==> config.mk <==
export PLATFORM = sky130hd
export DESIGN_NAME = lsct_queue
export DESIGN_NICKNAME = d
export VERILOG_FILES = /design/src/rtl/lsct_pkg.sv /design/src/rtl/lsct_queue.sv
export SDC_FILE = /design/constraint.sdc
export NUM_CORES = 1
export LEC_CHECK = 0
export CORE_AREA = 3 3 226 228
export DETAILED_ROUTE_END_ITERATION = 7
export DIE_AREA = 0 0 229 231
export DONT_BUFFER_PORTS = 1
export SLEW_MARGIN = 20
export SYNTH_ARGS = -nofsm -noshare
export SYNTH_HDL_FRONTEND = slang
export SYNTH_SLANG_ARGS = --single-unit
==> constraint.sdc <==
create_clock -name clk -period 19.6 [get_ports clk]
set_input_delay 0 -clock clk [delete_from_list [all_inputs] [get_ports clk]]
set_output_delay 0 -clock clk [all_outputs]
set_load 0.01 [all_outputs]
==> src/rtl/lsct_pkg.sv <==
`timescale 1ns / 1ps
// ----------------------------------------------------------------------------
// lsct_pkg
// Shared types, constants and the ring cosine/sine table of the tessellator.
// ----------------------------------------------------------------------------
package lsct_pkg;

  localparam int COORD_W    = 32;
  localparam int WIDTH_W    = 31;
  localparam int RING_STEPS = 12;
  localparam int TRI_COUNT  = 4 * RING_STEPS;
  localparam int TRI_IDX_W  = $clog2(TRI_COUNT);
  localparam int STEP_W     = $clog2(RING_STEPS);

  // Triangle kinds within one ring step, in emission order.
  localparam logic [1:0] TRI_SIDE_A    = 2'd0;
  localparam logic [1:0] TRI_SIDE_B    = 2'd1;
  localparam logic [1:0] TRI_START_CAP = 2'd2;
  localparam logic [1:0] TRI_END_CAP   = 2'd3;

  typedef struct packed {
    logic signed [COORD_W-1:0] start_x;
    logic signed [COORD_W-1:0] start_y;
    logic signed [COORD_W-1:0] start_z;
    logic signed [COORD_W-1:0] end_x;
    logic signed [COORD_W-1:0] end_y;
    logic signed [COORD_W-1:0] end_z;
    logic [WIDTH_W-1:0]        line_width;
  } seg_in_t;

  typedef struct packed {
    logic signed [COORD_W-1:0] v0_x;
    logic signed [COORD_W-1:0] v0_y;
    logic signed [COORD_W-1:0] v0_z;
    logic signed [COORD_W-1:0] v1_x;
    logic signed [COORD_W-1:0] v1_y;
    logic signed [COORD_W-1:0] v1_z;
    logic signed [COORD_W-1:0] v2_x;
    logic signed [COORD_W-1:0] v2_y;
    logic signed [COORD_W-1:0] v2_z;
    logic                      last_triangle;
  } tri_out_t;

  // Segment with the x and z parts of its unit direction, handed from the front end to the back end.
  typedef struct packed {
    seg_in_t     seg;
    logic [30:0] nx_mag;
    logic        nx_neg;
    logic [30:0] nz_mag;
    logic        nz_neg;
  } dir_seg_t;

  typedef struct packed {
    logic signed [31:0] c;
    logic signed [31:0] s;
  } trig_t;

  // Reduced angles of one third and two thirds of a quadrant, Q2.30.
  localparam longint unsigned HALF_PI_Q30 = 64'd1686629713;
  localparam longint unsigned X4 = (HALF_PI_Q30 * 64'd4 + 64'd6) / 64'd12;
  localparam longint unsigned X8 = (HALF_PI_Q30 * 64'd8 + 64'd6) / 64'd12;
  localparam longint unsigned ONE_Q30 = 64'd1 << 30;

  // Truncated Taylor terms for the first reduced angle.
  localparam longint unsigned A0  = ONE_Q30;
  localparam longint unsigned A1  = ((A0  * X4) >> 30) / 64'd1;
  localparam longint unsigned A2  = ((A1  * X4) >> 30) / 64'd2;
  localparam longint unsigned A3  = ((A2  * X4) >> 30) / 64'd3;
  localparam longint unsigned A4  = ((A3  * X4) >> 30) / 64'd4;
  localparam longint unsigned A5  = ((A4  * X4) >> 30) / 64'd5;
  localparam longint unsigned A6  = ((A5  * X4) >> 30) / 64'd6;
  localparam longint unsigned A7  = ((A6  * X4) >> 30) / 64'd7;
  localparam longint unsigned A8  = ((A7  * X4) >> 30) / 64'd8;
  localparam longint unsigned A9  = ((A8  * X4) >> 30) / 64'd9;
  localparam longint unsigned A10 = ((A9  * X4) >> 30) / 64'd10;
  localparam longint unsigned A11 = ((A10 * X4) >> 30) / 64'd11;
  localparam longint unsigned A12 = ((A11 * X4) >> 30) / 64'd12;
  localparam longint unsigned A13 = ((A12 * X4) >> 30) / 64'd13;
  localparam longint unsigned A14 = ((A13 * X4) >> 30) / 64'd14;
  localparam longint unsigned A15 = ((A14 * X4) >> 30) / 64'd15;
  localparam longint unsigned A16 = ((A15 * X4) >> 30) / 64'd16;
  localparam longint unsigned A17 = ((A16 * X4) >> 30) / 64'd17;

  // Truncated Taylor terms for the second reduced angle.
  localparam longint unsigned B0  = ONE_Q30;
  localparam longint unsigned B1  = ((B0  * X8) >> 30) / 64'd1;
  localparam longint unsigned B2  = ((B1  * X8) >> 30) / 64'd2;
  localparam longint unsigned B3  = ((B2  * X8) >> 30) / 64'd3;
  localparam longint unsigned B4  = ((B3  * X8) >> 30) / 64'd4;
  localparam longint unsigned B5  = ((B4  * X8) >> 30) / 64'd5;
  localparam longint unsigned B6  = ((B5  * X8) >> 30) / 64'd6;
  localparam longint unsigned B7  = ((B6  * X8) >> 30) / 64'd7;
  localparam longint unsigned B8  = ((B7  * X8) >> 30) / 64'd8;
  localparam longint unsigned B9  = ((B8  * X8) >> 30) / 64'd9;
  localparam longint unsigned B10 = ((B9  * X8) >> 30) / 64'd10;
  localparam longint unsigned B11 = ((B10 * X8) >> 30) / 64'd11;
  localparam longint unsigned B12 = ((B11 * X8) >> 30) / 64'd12;
  localparam longint unsigned B13 = ((B12 * X8) >> 30) / 64'd13;
  localparam longint unsigned B14 = ((B13 * X8) >> 30) / 64'd14;
  localparam longint unsigned B15 = ((B14 * X8) >> 30) / 64'd15;
  localparam longint unsigned B16 = ((B15 * X8) >> 30) / 64'd16;
  localparam longint unsigned B17 = ((B16 * X8) >> 30) / 64'd17;

  localparam longint C4_RAW = longint'(A0) - longint'(A2) + longint'(A4) - longint'(A6)
                            + longint'(A8) - longint'(A10) + longint'(A12)
                            - longint'(A14) + longint'(A16);
  localparam longint S4_RAW = longint'(A1) - longint'(A3) + longint'(A5) - longint'(A7)
                            + longint'(A9) - longint'(A11) + longint'(A13)
                            - longint'(A15) + longint'(A17);
  localparam longint C8_RAW = longint'(B0) - longint'(B2) + longint'(B4) - longint'(B6)
                            + longint'(B8) - longint'(B10) + longint'(B12)
                            - longint'(B14) + longint'(B16);
  localparam longint S8_RAW = longint'(B1) - longint'(B3) + longint'(B5) - longint'(B7)
                            + longint'(B9) - longint'(B11) + longint'(B13)
                            - longint'(B15) + longint'(B17);

  localparam longint ONE_S = longint'(ONE_Q30);

  localparam logic signed [31:0] ONE = 32'sd1073741824;
  localparam logic signed [31:0] C4 = 32'(C4_RAW < 0 ? 0 : (C4_RAW > ONE_S ? ONE_S : C4_RAW));
  localparam logic signed [31:0] S4 = 32'(S4_RAW < 0 ? 0 : (S4_RAW > ONE_S ? ONE_S : S4_RAW));
  localparam logic signed [31:0] C8 = 32'(C8_RAW < 0 ? 0 : (C8_RAW > ONE_S ? ONE_S : C8_RAW));
  localparam logic signed [31:0] S8 = 32'(S8_RAW < 0 ? 0 : (S8_RAW > ONE_S ? ONE_S : S8_RAW));

  // Cosine and sine of ring step k, Q2.30.
  function automatic trig_t ring_trig(input logic [STEP_W-1:0] k);
    trig_t t;
    t.c = ONE;
    t.s = 32'sd0;
    case (k)
      4'd1:    begin t.c = C4;   t.s = S4;   end
      4'd2:    begin t.c = C8;   t.s = S8;   end
      4'd3:    begin t.c = 32'sd0; t.s = ONE; end
      4'd4:    begin t.c = -S4;  t.s = C4;   end
      4'd5:    begin t.c = -S8;  t.s = C8;   end
      4'd6:    begin t.c = -ONE; t.s = 32'sd0; end
      4'd7:    begin t.c = -C4;  t.s = -S4;  end
      4'd8:    begin t.c = -C8;  t.s = -S8;  end
      4'd9:    begin t.c = 32'sd0; t.s = -ONE; end
      4'd10:   begin t.c = S4;   t.s = -C4;  end
      4'd11:   begin t.c = S8;   t.s = -C8;  end
      default: begin t.c = ONE;  t.s = 32'sd0; end
    endcase
    return t;
  endfunction

endpackage

==> src/rtl/lsct_queue.sv <==
`timescale 1ns / 1ps
// ----------------------------------------------------------------------------
// lsct_queue
// Two-entry queue of normalized segments between the front and back ends.
// ----------------------------------------------------------------------------
module lsct_queue (
  input  logic               clk,
  input  logic               rst,
  input  logic               push,
  input  lsct_pkg::dir_seg_t push_data,
  output logic               full,
  input  logic               pop,
  output lsct_pkg::dir_seg_t head,
  output logic               empty
);

  lsct_pkg::dir_seg_t entry [2];
  logic       wr_ptr;
  logic       rd_ptr;
  logic [1:0] count;

  assign full  = (count == 2'd2);
  assign empty = (count == 2'd0);
  assign head  = entry[rd_ptr];

  always_ff @(posedge clk) begin
    if (push) begin
      entry[wr_ptr] <= push_data;
    end
  end

  always_ff @(posedge clk) begin
    if (rst) begin
      wr_ptr <= 1'b0;
      rd_ptr <= 1'b0;
      count <= 2'd0;
    end else begin
      if (push) wr_ptr <= !wr_ptr;
      if (pop) rd_ptr <= !rd_ptr;
      if (push && !pop) count <= count + 2'd1;
      else if (pop && !push) count <= count - 2'd1;
    end
  end

endmodule

==> metrics.txt <==
status=completed; async set-reset flop share out of synthesis=0%; Top Ports=580; crit path kind=register to primary output; Crit-path slowest cell=buf_4; number of global-route vias before repair=approximately 10000; crit path time final=3.65 ns; Least-Margin Pin Slew=between 1 and 1.5 ns; number of nets in the layout=about 1500; number of synthesis warnings=0; fillers=3734; H-tree depth=2; FF-to-FF End=entry[0][262]$_DFFE_PP_; max-cap violations=0; Initial Utilization=44.6%; Cells after Synth=between 900 and 1000; compound-gate portion of the synthesized area=0.0458%; syn avg cell area=between 20 and 25 um2; via count=approximately 9700; drt first-iter violations=~580; Via density=roughly 4.9; FMAX=between 0.2 and 0.3 GHz; hold path depth=1; setup bufs post-CTS=0; R2R cell count=3; PD cells=105 nW/um2; Final Max Tran Viols=0; sequential element share of the synthesized area=79.3%; maximum VDD drop=80.0 uV; Slowest Stage Delay on Critical Path=0.90 ns; CP most frequent cell=buf_4; root buf cell=clkbuf_16; router iterations before antenna repair=6; worst reg-to-reg setup slack=roughly 16 ns; deepest clock path buffer count=3; cell breakdown of the critical path=buf_4, buf_4, mux2_4; largest family of logic cells by synthesized area=multiplexers; core area=49100 um2; Top FF cell, synth=edfxtp_1; IO Port Bufs=0; syn_nets=between 1000 and 1500; count of cell types in the netlist=16; setup ws final=15.95 ns; post-synthesis mux area share=18.7%; CTS tree=done; drt drc=0; Final period util=18.6%; Final setup viols=0; hold violation count in the final report=0; ranking of synthesized cells by area=edfxtp_1 (79%), mux2_4 (16%), mux2_2 (2.9%), buf_6 (1.4%), dfxtp_1 (0.46%); initial antenna violation count=4; Die Height=approximately 230 um; Data required, critical path=between 15 and 20 ns; DIE AREA=52900 um2; leak pwr=0.00962 uW; Hold EP=entry[1][165]$_DFFE_PP_; Die X=229 um; Synth area leader=edfxtp_1; Crit path buffers/inverters=2; Synth top area share=about four fifths; Post-Synth Adder-Cell Area=0.0572%; simple-gate share of the synthesized area=0.200%; CTS Buf Count=57; row cnt=81; Startpoint Class=register; WP data arrival=3.65 ns; Global Route Usage Sum=17.2%; xor/xnor share of the synthesized area=less than 1%; placer's final routability congestion estimate=0.823; Reg clk slew, reported paths=0.06 ns; DRT antenna net count=0; Wirelength per Cell=24.0 um; Place WS=~16 ns; Post-synth EDFFs=around 570; most instantiated library cell after synthesis=edfxtp_1; final setup TNS=0 ns; FF+latch count, synth=579; GRT overflow=0; crit-path max FO=60; HP Class=primary input to register; P&R area growth vs syn=24.8%; pin count of the biggest net entering global routing=slightly below 80; max_slew headroom=28.1%; cell family with most CP delay=buffers and inverters; Clock Latency Late Sink=0.59 ns; r2r startpoint=wr_ptr$_SDFFE_PP0P_; HPWL after DPL=about 32000 um; share of layout cells above drive strength 1=30.0%; clock tree sinks=579; Hold-fix buffers, CTS=291; first-pass GRT wire length=between 60000 and 70000 um; Synth Cell Area=21900 um2; hold_sp=push_data[165]; total wire length=~47000 um; list of most frequent post-synthesis cells=edfxtp_1 (574), mux2_4 (230), mux2_2 (57), buf_6 (27); unrepaired setup endpoints after global routing=false; Crit. End Element=primary output; clk_skew=roughly 0.014 ns; Resized cells post-CTS=0
## sequential cells by signal (all words and copies together), names as in the netlist, named ones only
name	cells
count	2
entry	574
rd_ptr	1
wr_ptr	1
## how the worst max path moves through the flow
stage	startpoint	endpoint	slack [ns]	cells past startpoint
after floorplan	wr_ptr$_SDFFE_PP0P_	entry[0][0]$_DFFE_PP_	5.65	1
after global placement	wr_ptr$_SDFFE_PP0P_	entry[0][216]$_DFFE_PP_	16.36	3
after detailed placement	wr_ptr$_SDFFE_PP0P_	entry[0][208]$_DFFE_PP_	16.36	3
after CTS	register	head[150]	15.89	3
after global routing	register	head[224]	15.75	3
final	register	head[224]	15.95	3
## metrics by stage
stage	instances	area (um2)	utilization [%]	power (uW)	hold WS, ns
after global routing	1959	27300	55.6	2960	0.0305
after global placement	1560	22500	45.8	1750	0.0707
after detailed placement	1560	22500	45.8	1750	0.0671
after CTS	1956	27300	55.6	2900	0.00626
final	1959	27300	55.6	2860	0.0634
after floorplan	915	21900	-	1730	0.0691
## report_power, final
part | switching [uW] | internal, uW
registers | 21.4 | 1450
clock network | 440 | 644
logic | 163 | 145
total | 625 | 2240
## cells by family (layout without fill, tap and decap cells)
logic type                 count (synthesis)  after routing
DFF                                      579            579
muxes                                    287            287
buffers and inverters                     33            410
and+or+nand+nor                            9              9
xor gates and xnor gates                   4              4
AOI/OAI and AO/OA                          2              2
adders and majority gates                  1              1
other                                      0              3
## placed cells by master (no fill, tap or decap), types with 2 or more instances in the layout
cell and instances:
buf_4 13, bufinv_16 7, clkbuf_1 13, clkbuf_16 59, clkinv_1 7, clkinv_2 9
clkinv_4 4, clkinvlp_4 4, dfxtp_1 4, diode_2 3, dlygate4sd3_1 291, edfxtp_1 574
inv_6 2, mux2_2 57, mux2_4 230, nor2_1 5, xnor2_1 2, xor2_1 2
## area by class of cell
| type | instances | area, um2 | area share [%] |
|---|---|---|---|
| Inverter | 1 | 3.75 | 0.0138 |
| Antenna cell | 3 | 7.51 | 0.0275 |
| Clock inverter | 33 | 364 | 1.33 |
| Sequential cell | 579 | 17300 | 63.5 |
| Multi-Input combinational cell | 303 | 4210 | 15.4 |
| Tap cell | 664 | 831 | 3.04 |
| Clock buffer | 72 | 1530 | 5.59 |
| Timing Repair Buffer | 304 | 3010 | 11.0 |
## metal layers
metal / vias to the layer above / track usage (%) / routed length [um]
met4: 0 / 6.41 / 1420
met2: 363 / 30.2 / 24700
met1: 4925 / 19.6 / 17500
li1: 4324 / - / -
met3: 84 / 5.53 / 3540
met5: - / 0 / 0
(Power assumes the default switching activity.)
